[src/rtl/isd_pkg.sv]
// Shared types and constants for the IMU stillness detector.
// No dependencies; used by every module of the block.
package isd_pkg;

  localparam int AXES     = 6;
  localparam int SAMPLE_W = 32;
  localparam int CNT_W    = 11;
  localparam int RUN_W    = 16;
  localparam int THR_W    = 34;
  localparam int SUM_W    = 34;
  localparam int CFG_W    = 34;
  localparam int IDX_W    = 2;
  localparam int IN_W     = 224;
  localparam int OUT_W    = 264;

  // divider: 4 quotient bits a cycle over a 52-bit dividend
  localparam int DIV_W    = 52;
  localparam int DIV_STEP = 4;
  localparam int DIV_ITER = DIV_W / DIV_STEP;
  localparam int ITER_W   = 4;

  localparam logic [CNT_W-1:0] COUNT_MAX = 11'h7ff;
  localparam logic [RUN_W-1:0] RUN_MAX   = 16'hffff;

  // configuration register indexes
  localparam logic [IDX_W-1:0] REG_THRESHOLD = 2'd0;
  localparam logic [IDX_W-1:0] REG_LIMIT     = 2'd1;
  localparam logic [IDX_W-1:0] REG_WINDOW    = 2'd2;

  // request from the sequencer to every lane
  typedef struct packed {
    logic             start;
    logic [CNT_W-1:0] n;
  } lane_req_t;

endpackage

[src/rtl/isd_div.sv]
// Unsigned restoring divider, four quotient bits per cycle.
// Depends on isd_pkg.
module isd_div (
  input  logic                        clk,
  input  logic                        rst,
  input  logic                        start,
  input  logic [isd_pkg::DIV_W-1:0]   dividend,
  input  logic [isd_pkg::CNT_W-1:0]   divisor,
  output logic                        done,
  output logic [isd_pkg::DIV_W-1:0]   quotient
);

  logic                        busy;
  logic [isd_pkg::ITER_W-1:0]  iter;
  logic [isd_pkg::DIV_W-1:0]   dvd;
  logic [isd_pkg::CNT_W-1:0]   rem;
  logic [isd_pkg::CNT_W-1:0]   dsr;
  logic [isd_pkg::DIV_W-1:0]   dvd_next;
  logic [isd_pkg::CNT_W-1:0]   rem_next;
  logic [isd_pkg::DIV_STEP-1:0] qbits;

  // four compare-subtract steps on the narrow remainder
  always_comb begin
    logic [isd_pkg::CNT_W:0]   t;
    logic [isd_pkg::CNT_W-1:0] r;
    logic [isd_pkg::DIV_W-1:0] d;
    r = rem;
    d = dvd;
    qbits = '0;
    for (int i = 0; i < isd_pkg::DIV_STEP; i++) begin
      t = {r, d[isd_pkg::DIV_W-1]};
      d = {d[isd_pkg::DIV_W-2:0], 1'b0};
      if (t >= {1'b0, dsr}) begin
        t = t - {1'b0, dsr};
        qbits[isd_pkg::DIV_STEP-1-i] = 1'b1;
      end
      r = t[isd_pkg::CNT_W-1:0];
    end
    dvd_next = d;
    rem_next = r;
  end

  // advance one step per cycle while busy
  always_ff @(posedge clk) begin
    if (rst) begin
      busy <= 1'b0;
      done <= 1'b0;
      iter <= '0;
    end else begin
      done <= 1'b0;
      if (start) begin
        busy <= 1'b1;
        iter <= '0;
      end else if (busy) begin
        iter <= iter + 1'b1;
        if (iter == isd_pkg::ITER_W'(isd_pkg::DIV_ITER - 1)) begin
          busy <= 1'b0;
          done <= 1'b1;
        end
      end
    end
  end

  // datapath
  always_ff @(posedge clk) begin
    if (start) begin
      dvd      <= dividend;
      dsr      <= divisor;
      rem      <= '0;
      quotient <= '0;
    end else if (busy) begin
      dvd      <= dvd_next;
      rem      <= rem_next;
      quotient <= {quotient[isd_pkg::DIV_W-isd_pkg::DIV_STEP-1:0], qbits};
    end
  end

endmodule

[src/rtl/isd_lane.sv]
// One axis lane: running mean and running variance update.
// Depends on isd_pkg and isd_div.
module isd_lane (
  input  logic                                clk,
  input  logic                                rst,
  input  isd_pkg::lane_req_t                  req,
  input  logic signed [isd_pkg::SAMPLE_W-1:0] x,
  output logic signed [isd_pkg::SAMPLE_W-1:0] mean,
  output logic        [isd_pkg::SAMPLE_W-1:0] variance,
  output logic                                done
);

  localparam logic [2:0] L_IDLE = 3'd0;
  localparam logic [2:0] L_MUL  = 3'd1;
  localparam logic [2:0] L_ABS  = 3'd2;
  localparam logic [2:0] L_DIV1 = 3'd3;
  localparam logic [2:0] L_DIFF = 3'd4;
  localparam logic [2:0] L_SQ   = 3'd5;
  localparam logic [2:0] L_VSUM = 3'd6;
  localparam logic [2:0] L_DIV2 = 3'd7;

  logic [2:0] state;
  logic signed [isd_pkg::SAMPLE_W-1:0] xs;
  logic [isd_pkg::CNT_W-1:0]           n;
  logic [isd_pkg::CNT_W-1:0]           nm1;
  logic signed [43:0]                  num;
  logic                                neg;
  logic [31:0]                         dmag;
  logic [47:0]                         sq;
  logic [42:0]                         vprod;

  logic                       div_start;
  logic [isd_pkg::DIV_W-1:0]  div_dvd;
  logic                       div_done;
  logic [isd_pkg::DIV_W-1:0]  div_quo;

  logic signed [43:0]  num_mag;
  logic signed [32:0]  diff;
  logic [isd_pkg::SAMPLE_W-1:0] qlow;

  assign num_mag = num[43] ? -num : num;
  assign diff    = 33'(xs) - 33'(mean);
  assign qlow    = div_quo[isd_pkg::SAMPLE_W-1:0];

  // feed the divider with the mean or the variance numerator
  always_comb begin
    div_start = 1'b0;
    div_dvd   = '0;
    case (state)
      L_ABS: begin
        div_start = 1'b1;
        div_dvd   = isd_pkg::DIV_W'(unsigned'(num_mag));
      end
      L_VSUM: begin
        div_start = 1'b1;
        div_dvd   = isd_pkg::DIV_W'({1'b0, sq} + {6'b0, vprod});
      end
      default: begin
        div_start = 1'b0;
      end
    endcase
  end

  isd_div u_div (
    .clk      (clk),
    .rst      (rst),
    .start    (div_start),
    .dividend (div_dvd),
    .divisor  (n),
    .done     (div_done),
    .quotient (div_quo)
  );

  // sequence one update
  always_ff @(posedge clk) begin
    if (rst) begin
      state    <= L_IDLE;
      done     <= 1'b0;
      mean     <= '0;
      variance <= '0;
    end else begin
      done <= 1'b0;
      case (state)
        L_IDLE: if (req.start) state <= L_MUL;
        L_MUL:  state <= L_ABS;
        L_ABS:  state <= L_DIV1;
        L_DIV1: if (div_done) begin
          mean  <= neg ? -$signed(qlow) : $signed(qlow);
          state <= L_DIFF;
        end
        L_DIFF: state <= L_SQ;
        L_SQ:   state <= L_VSUM;
        L_VSUM: state <= L_DIV2;
        L_DIV2: if (div_done) begin
          variance <= (|div_quo[isd_pkg::DIV_W-1:isd_pkg::SAMPLE_W]) ? '1 : qlow;
          done     <= 1'b1;
          state    <= L_IDLE;
        end
        default: state <= L_IDLE;
      endcase
    end
  end

  // datapath registers
  always_ff @(posedge clk) begin
    if (state == L_IDLE && req.start) begin
      xs  <= x;
      n   <= req.n;
      nm1 <= req.n - 1'b1;
    end
    if (state == L_MUL) begin
      num <= (mean * $signed({1'b0, nm1})) + 44'(xs);
    end
    if (state == L_ABS) begin
      neg <= num[43];
    end
    // the difference magnitude never exceeds 2^32 - 1
    if (state == L_DIFF) begin
      dmag <= diff[32] ? 32'(-diff) : 32'(diff);
    end
    if (state == L_SQ) begin
      sq    <= 48'((64'(dmag) * 64'(dmag)) >> 16);
      vprod <= 43'(variance) * 43'(nm1);
    end
  end

endmodule

[config.mk]
export PLATFORM = sky130hd
export DESIGN_NAME = isd_lane
export DESIGN_NICKNAME = d
export VERILOG_FILES = /design/src/rtl/isd_pkg.sv /design/src/rtl/isd_div.sv /design/src/rtl/isd_lane.sv
export SDC_FILE = /design/constraint.sdc
export NUM_CORES = 2
export LEC_CHECK = 0
export ABC_AREA = 1
export BUFFER_PORTS_ARGS = -buffer_cell sky130_fd_sc_hd__clkbuf_2
export CORE_UTILIZATION = 45
export DETAILED_ROUTE_END_ITERATION = 10
export PLACE_DENSITY_LB_ADDON = 0.3
export SYNTH_ARGS = -nofsm -noshare
export SYNTH_HDL_FRONTEND = slang
export SYNTH_SLANG_ARGS = --single-unit
[constraint.sdc]
create_clock -name clk -period 20.7 [get_ports clk]
set_input_delay 5.175 -clock clk [delete_from_list [all_inputs] [get_ports clk]]
set_output_delay 5.175 -clock clk [all_outputs]
set_load 0.005 [all_outputs]
==> metrics.txt <==
status=completed; Clock Skew=between 0.05 and 0.06 ns; Reg area=roughly 0.011 mm2; xor and xnor area share after synthesis=under 10%; NumNets Final=11804; CP max FO=13; Clock Sinks=around 420; gpl congestion=~1; Least-Margin Pin Slew=1.19 ns; starting density of the core=45.3%; post-synthesis compound-gate area fraction=7.16%; EDFF count, synth=285; hold_buf cts=0; total wire length=around 250 mm; synth-to-layout area growth=6.09%; Max Cap Viol=0; synth unique cells=63; Worst-path clk slew=around 0.060 ns; Synth area leader=fa_1; most frequent cells in the layout=2664 x inv_1, 2230 x nand2_1, 1419 x fa_1; RSZ-0062 raised after global routing=no; asr flop ratio synth=0%; sequential fraction of the synthesis area=approximately 14%; row count=approximately 150; Hold Path Class=flop to flop; initial antenna violation count=13; DR WL/cell=between 20 and 25 um; die area=between 0.15 and 0.2 mm2; final instance area=roughly 0.084 mm2; upper clock frequency limit=between 100 and 150 MHz; Post-CTS Repair Setup Buffers=0; Yosys reg bits=around 420; pin count of the biggest net entering global routing=slightly above 90; vias in the first global route=between 60000 and 70000; routed wl met3=between 20 and 30 mm; CTS tree=yes; Yosys top cell area share=between 30% and 40%; R2R depth=42; Setup-failing EPs final=0; Setup crit end kind=flop; Final period util=roughly two fifths; simple-gate share of the synthesized area=~16%; die span in y=between 400 and 500 um; M1 WL=102 mm; Crit path top cell by count=nand2_1; Clock Tree Buf Depth=3; initial drt markers=5075; H-tree levels=2; clock root cell=clkbuf_16; DP Worst Slack=12.48 ns; syn avg cell area=around 8 um2; clk_lat worst skew=0.69 ns; DR vias=roughly 64000; uppermost layer routed=met5; metal2 WL=roughly 110 mm; Core Box Area=around 0.17 mm2; main combinational cell family by area after synthesis=adder cells; setup_tns=0 ns; final hold violation count=0; share of cells above drive strength 1=3.97%; Finished Core Util=48.1%; placed cell area=0.0818 mm2; final worst slack=12.39 ns; multi-input logic area=about 0.056 mm2; startpoint types=flop; Slew Viols, Final=0; first-pass GRT wire length=390 mm; YS warnings=0; cell area after synthesis=0.0788 mm2; synth top area cells=fa_1 36%, inv_1 13%, edfxtp_1 11%; mux contribution to synthesized area=0%; die width=420 um; Post-CTS Resized=0; grt total ovfl=0; IO Pins=about 110; antenna-violating nets left=0; vias per inst=5.25; CP required=21.33 ns; DRC=0; Port Buffers=between 100 and 150; Worst EP arrival=about 9 ns; drt first pass iters=6; cts bufs inserted=52; fill count=roughly 17000; Synth Flop Type=edfxtp_1; Cells after Synth=slightly below 10000; CP Class=flop to flop; Synth Area in Adders=a little under half; slowest stage delay, CP=~0.50 ns; minimum clock period=a little over 8 ns; syn_nets=between 10000 and 15000; Hold Crit Depth=0; most common cell after layout, fill and taps aside=inv_1; CP max-delay cell=edfxtp_1; GRT Util Overall=between 20% and 30%; Slew headroom=20.7%; post-DP HPWL=208 mm
==> state kept, by name, summed over array words and instances (netlist names) <==
| signal | cells |
|---|---|
| u_div.dvd | 52 |
| u_div.quotient | 52 |
| sq | 48 |
| num | 44 |
| vprod | 43 |
| dmag | 32 |
| mean | 32 |
| variance | 32 |
| xs | 32 |
| n | 11 |
| nm1 | 11 |
| u_div.dsr | 11 |
| u_div.rem | 11 |
| u_div.iter | 4 |
| state | 3 |
| done | 1 |
| neg | 1 |
| u_div.busy | 1 |
| u_div.done | 1 |
==> synth_stat cells (5+ instances only) <==
cell         n
a21boi_0    18
a21o_1      28
a21oi_1    419
a31oi_1     57
buf_1       32
buf_2        8
clkbuf_1   268
dfxtp_1    137
edfxtp_1   285
fa_1      1419
ha_1       577
inv_1     2667
inv_2       13
nand2_1   2230
nand2_2     12
nand3_1    201
nand3_2      6
nand3b_1     9
nand4_1     63
nor2_1     470
nor2_2      18
nor2_4       5
nor3_1      67
nor3_2       6
nor3b_1      5
nor4_1      22
o211ai_1    29
o21a_1      16
o21ai_0    291
o21ai_1     28
o21bai_1    22
o221ai_1    17
o22ai_1     50
o311ai_0     6
or2_2       19
xnor2_1     89
xor2_1     163
==> worst paths after layout <==
kind	startpoint	slack (ns)	to
max	u_div.dsr[0]	12.39	u_div.rem[9]
min	n[9]	0.42	u_div.dsr[9]
max reg2reg	u_div.dsr[0]	12.39	u_div.rem[9]
min reg2reg	n[9]	0.42	u_div.dsr[9]
==> logic make-up after synthesis <==
family	count (synthesis)
flops	422
simple gates	3143
fa+ha+maj	1996
xor+xnor	256
buf+inv	2995
compound gates	1008
==> layout make-up <==
type	count	share of cell area, %
sequential	422	13.5
tap	2325	3.48
clock inverter	30	0.410
clock buffer	67	1.77
multi-input combinational	6403	67.3
timing repair buffer	201	1.48
inverter	2682	12.0
antenna	5	0.0150
==> metal layers <==
| layer | track usage [%] | up-vias |
|---|---|---|
| li1 | - | 29162 |
| met1 | 37.6 | 31494 |
| met2 | 46.0 | 2539 |
| met3 | 9.26 | 465 |
| met4 | 10.4 | 10 |
| met5 | 0.806 | - |
==> critical path, delay by kind of cell (launching register included) <==
kind	cells	cell delay, ns
flops	1	0.50
buf+inv	6	0.94
simple gates	23	3.14
compound gates	8	1.85
fa+ha+maj	5	1.81
==> metrics by stage <==
stage                     std cells  hold slack [ns]
after floorplan                9820            0.400
after detailed placement      12033            0.406
final                         12135            0.419
after global placement        12033            0.406
after global routing          12132            0.426
after CTS                     12130            0.420
Power is not shown: default switching activity piles up to over one toggle a cycle in this logic, so the estimate is an artifact.
