File: config.mk
export PLATFORM = sky130hd
export DESIGN_NAME = isd_merge
export DESIGN_NICKNAME = d
export VERILOG_FILES = /design/src/rtl/isd_pkg.sv /design/src/rtl/isd_merge.sv
export SDC_FILE = /design/constraint.sdc
export NUM_CORES = 1
export LEC_CHECK = 0
export BUFFER_PORTS_ARGS = -buffer_cell sky130_fd_sc_hd__buf_2
export CORE_MARGIN = 3
export CORE_UTILIZATION = 53
export CTS_CLUSTER_SIZE = 28
export DETAILED_ROUTE_END_ITERATION = 16
export PLACE_DENSITY = 0.82
export SYNTH_ARGS = -nofsm -noshare
export SYNTH_HDL_FRONTEND = slang
export SYNTH_SLANG_ARGS = --single-unit
File: constraint.sdc
create_clock -name clk -period 8.9 [get_ports clk]
set_input_delay 1.78 -clock clk [delete_from_list [all_inputs] [get_ports clk]]
set_output_delay 1.78 -clock clk [all_outputs]
set_load 0.05 [all_outputs]
File: src/rtl/isd_pkg.sv
// Shared types and constants for the IMU stillness detector.
// No dependencies; used by every module of the block.
package isd_pkg;

  localparam int AXES     = 6;
  localparam int SAMPLE_W = 32;
  localparam int CNT_W    = 11;
  localparam int RUN_W    = 16;
  localparam int THR_W    = 34;
  localparam int SUM_W    = 34;
  localparam int CFG_W    = 34;
  localparam int IDX_W    = 2;
  localparam int IN_W     = 224;
  localparam int OUT_W    = 264;

  // divider: 4 quotient bits a cycle over a 52-bit dividend
  localparam int DIV_W    = 52;
  localparam int DIV_STEP = 4;
  localparam int DIV_ITER = DIV_W / DIV_STEP;
  localparam int ITER_W   = 4;

  localparam logic [CNT_W-1:0] COUNT_MAX = 11'h7ff;
  localparam logic [RUN_W-1:0] RUN_MAX   = 16'hffff;

  // configuration register indexes
  localparam logic [IDX_W-1:0] REG_THRESHOLD = 2'd0;
  localparam logic [IDX_W-1:0] REG_LIMIT     = 2'd1;
  localparam logic [IDX_W-1:0] REG_WINDOW    = 2'd2;

  // request from the sequencer to every lane
  typedef struct packed {
    logic             start;
    logic [CNT_W-1:0] n;
  } lane_req_t;

endpackage

File: src/rtl/isd_merge.sv
// Merge stage: accelerometer variance sum, quiet run counter, still flag.
// Depends on isd_pkg.
module isd_merge (
  input  logic                           clk,
  input  logic                           rst,
  input  logic                           upd,
  input  logic [isd_pkg::SAMPLE_W-1:0]   var_x,
  input  logic [isd_pkg::SAMPLE_W-1:0]   var_y,
  input  logic [isd_pkg::SAMPLE_W-1:0]   var_z,
  input  logic [isd_pkg::THR_W-1:0]      threshold,
  input  logic [isd_pkg::RUN_W-1:0]      limit,
  output logic [isd_pkg::SUM_W-1:0]      sum,
  output logic                           still
);

  logic [isd_pkg::RUN_W-1:0] run;
  logic [isd_pkg::RUN_W-1:0] run_next;
  logic [isd_pkg::SUM_W-1:0] sum_next;

  assign sum_next = isd_pkg::SUM_W'(var_x) + isd_pkg::SUM_W'(var_y)
                  + isd_pkg::SUM_W'(var_z);

  // clear on a loud sample, else count up and hold at the top
  always_comb begin
    if (sum_next > threshold)
      run_next = '0;
    else if (run < isd_pkg::RUN_MAX)
      run_next = run + 1'b1;
    else
      run_next = run;
  end

  always_ff @(posedge clk) begin
    if (rst) begin
      run   <= '0;
      still <= 1'b0;
      sum   <= '0;
    end else if (upd) begin
      run   <= run_next;
      still <= (run_next > limit);
      sum   <= sum_next;
    end
  end

endmodule

==> results of run 1 <==
[through the flow]
step	std cells	power (mW)
2_1_floorplan	710	0.8642
3_3_place_gp	1002	1.051
3_5_place_dp	1002	1.062
4_1_cts	1010	1.201
5_1_grt	1010	1.305
6_report	1010	1.200
[Yosys cell counts, types with 7 or more instances]
cell type,number,area share [%]
o21ai_1,8,0.68
nand4_1,25,2.7
fa_1,33,11
a211oi_1,10,1.3
nand2b_1,9,0.96
nor2b_1,9,0.96
mux2i_1,29,5.0
nand2_1,40,2.6
nor2_1,81,5.2
a21o_1,25,3.2
ha_1,82,18
xor2_1,26,3.9
o21ai_0,17,1.5
dfxtp_1,51,17
o211ai_1,7,0.90
a21oi_1,51,4.4
inv_1,67,4.3
xnor2_1,25,3.7
nand3_1,16,1.4
clkbuf_1,20,1.3
[power by group through the flow]
stage / combinational, mW / clock [mW] / sequential [mW]
after floorplan: 0.476 / 0 / 0.388
after global placement: 0.770 / 0 / 0.281
after detailed placement: 0.779 / 0 / 0.283
after CTS: 0.784 / 0.139 / 0.278
after global routing: 0.876 / 0.148 / 0.282
final: 0.788 / 0.134 / 0.278
[cell usage in the layout, fill, tap and decap left out, drive strengths merged, types with 3 or more instances in the layout]
cell and instances:
buf 184, nand4 25, ha 82, nand3 16, nand2b 9, and3 4, nor2b 9, a22o 6
a21o 25, a31oi 7, o31ai 3, o211ai 7, o2111ai 3, and2 3, nor3 5, a21oi 52
inv 68, a211oi 10, xnor2 25, xor2 26, nor4 4, nand2 40, o21ai 25, or2 3
o21bai 5, a21boi 3, dfxtp 51, fa 33, nor2 81, mux2i 29, clkbuf 6
[state kept, by name, summed over array words and instances (netlist names)]
register	count
run	16
still	1
sum	34
[metal layers]
metal / routed length [microns] / part of all wire, %
met5: 0 / 0
met4: 187 / 1.3
met3: 902 / 6.1
met2: 7233 / 49
met1: 6586 / 44
[area by class of cell]
type                       instances  area [sq um]
multi-input combinational        563          4474
fill                             975          3626
sequential                        51          1021
timing repair buffer             184         923.4
inverter                          68         255.2
tap                              136         170.2
clock buffer                       6         72.57
clock inverter                     2         12.51
[logic make-up after synthesis]
| group | after synthesis |
|---|---|
| buffers and inverters | 96 |
| adder cells (fa/ha/maj) | 115 |
| flip-flops | 51 |
| XOR/XNOR | 51 |
| multiplexers | 30 |
| AO/OA/AOI/OAI | 163 |
| AND/OR/NAND/NOR | 204 |
[worst max path at each step]
stage | startpoint | endpoint | slack, ns | cells past startpoint
2_1_floorplan | var_x[1] | still | 1.76 | 29
3_3_place_gp | var_x[1] | still | 1.17 | 28
3_5_place_dp | var_x[1] | still | 0.90 | 28
4_1_cts | var_x[1] | still | 1.20 | 28
5_1_grt | var_x[1] | still | 0.71 | 28
6_report | var_x[1] | still | 1.17 | 28
==> metrics.md, run 1 <==
| Metric | Value |
|---|---|
| Status | finished, final reports clean |
| Pleak | 3.562 nW |
| Synth Area in Simple Gates | 16.35% |
| Layout cells sized above 1 | 23.00% |
| Global-route wire length before repair | 24.97 mm |
| Max Slew Vio Count | 0 |
| Initial antenna violation count | 0 |
| Minimum clock period | 7.729 ns |
| P per Cell Area | 173.2 mW/mm^2 |
| DR vias/cell | 5.534 |
| Site Rows | 37 |
| DRT Pass-1 Iters | 5 |
| Combinational power share | 65.6% |
| RSZ-0062 raised after global routing | false |
| Post-DP HPWL | 12.36 mm |
| Adder-Cell Fraction of Synth Area | 28.77% |
| DR iter-0 viols | 303 |
| Die area | 0.01236 sq mm |
| Finished Core Util | 65.65% |
| Main combinational cell family by area after synthesis | adder cells |
| CTS buffer count | 5 |
| Grt peak-use layer | met2 |
| Met2 usage | 41.54% |
| Kind of start point of the critical path | input port |
| Grt met3 use | 2.838% |
| Grt total ovfl | 0 |
| Critical R2R Capture | still |
| Post-synthesis mux area share | 5.144% |
| Die height | 111.2 microns |
| Final Hold Viols | 0 |
| Crit path buf inv count | 2 |
| Switch share | 49.00% |
| Setup TNS | 0 ns |
| Clk_skew | 0.007973 ns |
| Chip Width | 111.2 microns |
| Hold path startpoint | sum[28] |
| DP Worst Slack | 0.9001 ns |
| Crit Path Max Fanout | 17 |
| Ys async rst share | 0% |
| Post-CTS Setup Repair Bufs | 0 |
| Yosys warns | 0 |
| Path type of the worst setup path | input port to register |
| Cell depth of the worst flop-to-flop path | 15 |
| WL/cell | 14.76 microns |
| Clock slew at reported path FFs | 0.09 ns |
| Hold slack | 0.4842 ns |
| Slowest CP cell | fa_1 |
| Fin crit share | 86.84% |
| Core area | 0.01056 sq mm |
| I/O Pins | 184 |
| M1 GR Usage | 30.94% |
| Final ANT Viol Nets | 0 |
| Nets@finish | 1137 |
| Worst Path Required | 9.05 ns |
| # DRC | 0 |
| Number of global-route vias before repair | 5512 |
| Sequential share of the synthesized area | 17.42% |
| Overall Global Routing Usage | 23.56% |
| Worst Tran Pin Value | 0.7728 ns |
| TritonCTS clock tree | yes |
| Syn avg cell area | 8.256 sq um |
| Hold-fix buffer count after cts | 0 |
| CTS sink cnt | 51 |
| Arrival time at the worst endpoint | 7.88 ns |
| Cell Area, Placed | 0.006844 sq mm |
| Slack of the worst reg-to-reg path | 5.38 ns |
| Post-Synth XOR/XNOR Area | 7.620% |
| Via count of the routed design | 5589 |
| Port bufs | 183 |
| Internal power | 0.6119 mW |
| Placer Congestion | 0.9545 |
| Reg power frac | 23.2% |
| Final instance area | 0.006929 sq mm |
| Compound-Gate Fraction of Synth Area | 18.44% |
| Delay-heaviest family, CP | compound AO/OA/AOI/OAI gates |
| Primary FF master, synth | dfxtp_1 |
| Fmax achieved | 129.4 MHz |
| CP Capture Type | register |
| # diodes | 0 |
| Worst VDD drop | 0.00009097 V |
| Root Buffer | clkbuf_8 |
| Yosys reg bits | 51 |
| Cts repair resizes | 0 |
| Final setup vio count | 0 |
| Worst skew pair latency | 0.30 ns |
| Clk buf depth | 2 |
| RR Startpoint | run[2] |
| Worst hold path class | register to register |
| Synth unique cells | 57 |
| Clock network fraction of total power | 11.2% |
| Max transition margin | 48.48% |
| Max Cap Viol | 0 |
| Final Routed Wirelength | 14.91 mm |
| Number of flops mapped to enable cells by yosys | 0 |
| Synthesized area | 0.005862 sq mm |
| Mapped Nets | 974 |
| Crit-path max cell delay | 0.54 ns |
| Setup ws final | 1.171 ns |
| Starting density of the core | 55.54% |
| Synthesized netlist cell count | 710 |
| Largest net degree at the start of global routing | 48 |
| CTS H-Tree Depth | 2 |
| Hold depth | 1 |
| Psw | 0.5879 mW |
| Hold Path End | sum[28] |
| Area grow syn2layout | 18.21% |
(Power assumes the default switching activity.)
==> inputs of run 2 (changes only) <==
--- a/config.mk
+++ b/config.mk
@@ -5,12 +5,14 @@
 export SDC_FILE = /design/constraint.sdc
 export NUM_CORES = 1
 export LEC_CHECK = 0
+export ABC_AREA = 1
 export BUFFER_PORTS_ARGS = -buffer_cell sky130_fd_sc_hd__buf_2
 export CORE_MARGIN = 3
-export CORE_UTILIZATION = 53
+export CORE_UTILIZATION = 55
+export CTS_CLUSTER_DIAMETER = 120
 export CTS_CLUSTER_SIZE = 28
 export DETAILED_ROUTE_END_ITERATION = 16
-export PLACE_DENSITY = 0.82
+export PLACE_DENSITY = 0.83
 export SYNTH_ARGS = -nofsm -noshare
 export SYNTH_HDL_FRONTEND = slang
 export SYNTH_SLANG_ARGS = --single-unit
==> run 2 against run 1 <==
  * Worst hold slack worse by 0.019 ns
  * Routed wire length is 21% higher
  * Sequential power shrank 1%
  * Combinational power rose by 3.2%
  * Die area rose by 12%
  * Cell area grew 16%
==> metrics.md, run 2 <==
| Metric | Value |
|---|---|
| Fillcell total | 1129 |
| Final instance area | 0.008023 sq mm |
| Slowest CP cell | fa_1 |
| Number of global-route vias before repair | 6923 |
| Yosys reg bits | 51 |
| Port bufs | 183 |
| Area grow syn2layout | 17.46% |
| Synth unique cells | 42 |
| Initial antenna violation count | 0 |
| Status | finished, final reports clean |
| Finished Core Util | 66.51% |
| Worst Tran Pin Value | 0.8907 ns |
| Commonest non-fill, non-tap cells in the layout | nand2_1 (303), inv_1 (231), buf_2 (183), nor2_1 (115), ha_1 (82) |
| Pleak | 5.043 nW |
| Kind of start point of the critical path | input port |
| # diodes | 0 |
| Path type of the worst setup path | input port to register |
| Site Rows | 40 |
| Post-DP HPWL | 15.28 mm |
| Most instantiated cells after synthesis | nand2_1 (303), inv_1 (231), nor2_1 (115) |
| RSZ-0062 raised after global routing | false |
| Chip Width | 117.4 microns |
| Clk buf depth | 2 |
| Critical path's most frequent cell | nand2_1 |
| Root Buffer | clkbuf_16 |
| Die height | 117.4 microns |
| Hold-fix buffer count after cts | 0 |
| Crit Path Max Fanout | 16 |
| Nets@finish | 1532 |
| Cts repair resizes | 0 |
| Clk_skew | 0.003766 ns |
| P per Cell Area | 159.6 mW/mm^2 |
| Placer Congestion | 0.9184 |
| Final Hold Viols | 0 |
| Final setup vio count | 0 |
| I/O Pins | 184 |
| Primary FF master, synth | dfxtp_1 |
| Clock slew at reported path FFs | 0.07 ns |
| Setup TNS | 0 ns |
| CTS buffer count | 5 |
| Largest area contributor in the netlist | nand2_1 |
| Storage cell area | 0.001021 sq mm |
| Register with the most flip-flops | sum |
| DR iter-0 viols | 405 |
| Area of the multi-input gates | 0.004841 sq mm |
| Synthesized area | 0.006830 sq mm |
| Sequential share of the synthesized area | 14.95% |
| Grt total ovfl | 0 |
| Core area | 0.01206 sq mm |
| Arrival time at the worst endpoint | 6.36 ns |
| WL/cell | 12.56 microns |
| Worst VDD drop | 0.0001194 V |
| CTS H-Tree Depth | 2 |
| Starting density of the core | 56.63% |
| Slack of the worst reg-to-reg path | 6.30 ns |
| Crit-path max cell delay | 0.55 ns |
| Final ANT Viol Nets | 0 |
| # DRC | 0 |
| Count leader, synth | nand2_1 |
| DRT Pass-1 Iters | 5 |
| Yosys warns | 0 |
| Mapped Nets | 1359 |
| Fmax achieved | 161.0 MHz |
| Worst skew pair latency | 0.29 ns |
| Global-route wire length before repair | 30.55 mm |
| Die area | 0.01379 sq mm |
| Pwr Total | 1.280 mW |
| Synthesized netlist cell count | 1095 |
| Worst Path Required | 9.05 ns |
| Syn avg cell area | 6.238 sq um |
| Final Routed Wirelength | 18.04 mm |
| Number of flops mapped to enable cells by yosys | 0 |
| Post-CTS Setup Repair Bufs | 0 |
| Synth top area share | 16.65% |
| DR vias/cell | 4.970 |
| Via count of the routed design | 7137 |
| Largest net degree at the start of global routing | 82 |
| DP Worst Slack | 2.414 ns |
| Layout cells sized above 1 | 18.85% |
| Ys async rst share | 0% |
| Worst hold path class | register to register |
| Max Cap Viol | 0 |
| Max transition margin | 40.62% |
| Leading post-synthesis cells by cell area | nand2_1 (17%), ha_1 (15%), dfxtp_1 (15%) |
| Fin crit share | 69.80% |
| CTS sink cnt | 51 |
| CP Capture Type | register |
| Overall Global Routing Usage | 26.08% |
| Biggest regs | sum (34), run (16), still (1) |
| Leading cell type in the layout, fill and taps excluded | nand2_1 |
| Cell Area, Placed | 0.007879 sq mm |
| TritonCTS clock tree | yes |
| Minimum clock period | 6.212 ns |
| Largest register FFs | 34 |
| Max Slew Vio Count | 0 |
| Setup ws final | 2.688 ns |
-- run 2: changes by cell type in the layout (fill, tap and decap cells not counted), moves of 9 or more --
cell | before | now
a21o_1 | 25 | 2
nand2b_1 | 9 | 0
a21oi_2 | 1 | 10
nand3_1 | 16 | 55
a211oi_1 | 10 | 0
nand4_1 | 25 | 7
nand2_2 | 0 | 18
nor2b_1 | 9 | 0
nand2_1 | 40 | 303
mux2i_1 | 29 | 0
nor2_1 | 81 | 115
inv_1 | 67 | 231
xnor2_1 | 25 | 6
o21ai_0 | 17 | 45
-- run 2: final cells by class --
type                            count  share of cell area, %
Multi-Input combinational cell    791                  60.34
Sequential cell                    51                  12.73
Inverter                          235                  11.01
Clock inverter                      1                0.06238
Tap cell                          168                  2.620
Timing Repair Buffer              184                  11.51
Clock buffer                        6                  1.731
-- run 2: logic make-up (layout without fill, tap and decap cells) --
family,after synthesis,in the layout,synth area share (%)
flops,51,51,14.95
compound gates,125,125,10.20
fa+ha+maj,115,115,24.69
buf+inv,253,426,14.18
simple gates,526,526,32.77
xor+xnor,25,25,3.206
-- run 2: metal layers --
| layer | routed length, microns | up-vias | part of all wire, % | GRT usage (%) |
|---|---|---|---|---|
| met5 | 0 | - | 0 | 0 |
| met4 | 277 | 0 | 1.5 | 4.839 |
| met3 | 996 | 23 | 5.5 | 2.989 |
| met2 | 8898 | 223 | 49 | 48.16 |
| met1 | 7867 | 3174 | 44 | 32.96 |
| li1 | - | 3717 | - | - |
-- run 2: power by group --
| part | switching (mW) | internal (mW) | total [mW] |
|---|---|---|---|
| Clock | 0.0834 | 0.110 | 0.193 |
| Sequential | 0.0181 | 0.256 | 0.274 |
| Combinational | 0.536 | 0.277 | 0.813 |
-- run 2: per-stage QoR --
step,hold slack [ns],cells
2_1_floorplan,0.5123,1095
3_3_place_gp,0.4593,1429
3_5_place_dp,0.4541,1429
4_1_cts,0.4651,1436
5_1_grt,0.5195,1436
6_report,0.4657,1436
-- run 2: critical path, delay by kind of cell --
kind                       cells  cell delay (ns)
AOI/OAI and AO/OA              2             0.12
xor gates and xnor gates       1             0.15
adders and majority gates      5             1.68
buffers and inverters          6             0.47
and+or+nand+nor               20             2.13
-- run 2: worst paths after layout --
check	from	endpoint	cells past startpoint
worst min register to register	still	still	2
worst max-delay path	var_x[1]	still	34
worst max register to register	run[0]	still	19
worst min-delay path	still	still	2
==> inputs of run 3 (changes only) <==
==> constraint.sdc (replaced) <==
create_clock -name clk -period 5.9 [get_ports clk]
set_input_delay 1.18 -clock clk [delete_from_list [all_inputs] [get_ports clk]]
set_output_delay 1.18 -clock clk [all_outputs]
set_load 0.05 [all_outputs]
==> run 3 against run 2 <==
  * Via count is 0.55% lower
  * Largest power group unchanged
  * Cell area is 0.42% higher
  * Clock power increased by 61%
==> metrics.md, run 3 (same netlist as run 2, synthesis figures left out) <==
| Metric | Value |
|---|---|
| Status | finished, final reports clean |
| Setup TNS | 0 ns |
| Clock slew at reported path FFs | 0.07 ns |
| Commonest non-fill, non-tap cells in the layout | nand2_1 (301), inv_1 (231), buf_2 (183), nor2_1 (113), ha_1 (82) |
| Die area | 0.01379 sq mm |
| Worst Tran Pin Value | 0.8668 ns |
| DR vias/cell | 4.936 |
| Slowest CP cell | fa_1 |
| Area grow syn2layout | 17.95% |
| Fmax achieved | 185.5 MHz |
| Number of global-route vias before repair | 6812 |
| TritonCTS clock tree | yes |
| Worst Path Required | 6.12 ns |
| Placer Congestion | 0.9193 |
| Crit Path Max Fanout | 8 |
| CTS sink cnt | 51 |
| Cts repair resizes | 0 |
| Internal power | 0.9880 mW |
| Pleak | 5.051 nW |
| WL/cell | 12.58 microns |
| Arrival time at the worst endpoint | 5.61 ns |
| # diodes | 0 |
| DR iter-0 viols | 431 |
| Combinational power share | 63.0% |
| Switch share | 49.47% |
| Critical path's most frequent cell | nand2_1 |
| Biggest regs | sum (34), run (16), still (1) |
| Worst VDD drop | 0.0001218 V |
| Final Hold Viols | 0 |
| Hold path startpoint | still |
| Global-route wire length before repair | 30.13 mm |
| Initial antenna violation count | 0 |
| I/O Pins | 184 |
| Hold-fix buffer count after cts | 0 |
| Pwr Total | 1.955 mW |
| Crit-path max cell delay | 0.54 ns |
| Die height | 117.4 microns |
| Hold depth | 2 |
| RR Startpoint | run[1] |
| Crit path launch | var_x[1] |
| Worst hold path class | register to register |
| Via count of the routed design | 7098 |
| Starting density of the core | 56.63% |
| CTS buffer count | 5 |
| Cell depth of the worst flop-to-flop path | 19 |
| CTS H-Tree Depth | 2 |
| # DRC | 0 |
| Reg power frac | 21.2% |
| Final ANT Viol Nets | 0 |
| Core area | 0.01206 sq mm |
| Register with the most flip-flops | sum |
| Nets@finish | 1533 |
| Root Buffer | clkbuf_16 |
| RSZ-0062 raised after global routing | false |
| Worst skew pair latency | 0.29 ns |
| Port bufs | 183 |
| Post-DP HPWL | 15.15 mm |
| Clk_skew | 0.004137 ns |
| CP Capture Type | register |
| Site Rows | 40 |
| Fin crit share | 91.38% |
| Max Cap Viol | 0 |
| Largest register FFs | 34 |
| Post-CTS Setup Repair Bufs | 0 |
| Final setup vio count | 0 |
| Largest net degree at the start of global routing | 81 |
| Psw | 0.9672 mW |
| Final Routed Wirelength | 18.10 mm |
| Max transition margin | 42.22% |
| Grt total ovfl | 0 |
| DRT Pass-1 Iters | 5 |
| Kind of start point of the critical path | input port |
| Minimum clock period | 5.392 ns |
| Leading cell type in the layout, fill and taps excluded | nand2_1 |
| P per Cell Area | 242.7 mW/mm^2 |
| Layout cells sized above 1 | 19.21% |
| Path type of the worst setup path | input port to register |
| Overall Global Routing Usage | 25.57% |
| Max Slew Vio Count | 0 |
| Clk buf depth | 2 |
| Fillcell total | 1125 |
| Chip Width | 117.4 microns |
| Clock network fraction of total power | 15.9% |
-- run 3: changes by cell type in the layout (fill, tap and decap cells not counted), sizes merged --
| cell | delta |
|---|---|
| nand2 | +1 |
| clkinv | -1 |
| clkbuf | +2 |
-- run 3: stage by stage --
stage                     instances  setup slack [ns]  cell area (sq um)  util, %  hold WS [ns]
final                          1438            0.5083               8056    66.79        0.4661
after global routing           1438           0.01663               8056    66.79        0.4970
after detailed placement       1429           0.03931               7879    65.32        0.4596
after floorplan                1095            0.7258               6830        -        0.5123
after CTS                      1437            0.3281               8035    66.62        0.4702
after global placement         1429            0.1944               7879    65.32        0.4604
-- run 3: layer usage --
layer	up-vias	wire length, microns	track usage (%)
met3	32	883	2.363
met5	-	0	0
met1	3148	8203	33.98
met4	0	397	4.985
met2	205	8610	45.52
li1	3713	-	-
-- run 3: path summary, 6_finish.rpt --
check	to	slack, ns
max reg2reg	still	3.33
min	still	0.47
min reg2reg	still	0.47
max	still	0.51
-- run 3: final cells by class --
class | instances | area [sq um] | area share [%]
clock buffer | 8 | 156.4 | 1.941
inverter | 235 | 883.3 | 10.96
multi-input combinational | 792 | 4862 | 60.35
sequential | 51 | 1021 | 12.67
tap | 168 | 210.2 | 2.609
timing repair buffer | 184 | 923.4 | 11.46
-- run 3: critical path: cells and delay by family --
family                   cells  cell delay [ns]
AND/OR/NAND/NOR             25             2.27
buffers and inverters        4             0.31
AO/OA/AOI/OAI                2             0.19
adder cells (fa/ha/maj)      5             1.68
-- run 3: power by group through the flow --
stage	Combinational, mW	Clock (mW)	Sequential [mW]
3_5_place_dp	1.21	0	0.421
5_1_grt	1.41	0.323	0.419
3_3_place_gp	1.19	0	0.420
6_report	1.23	0.310	0.414
2_1_floorplan	0.787	0	0.530
4_1_cts	1.22	0.313	0.413
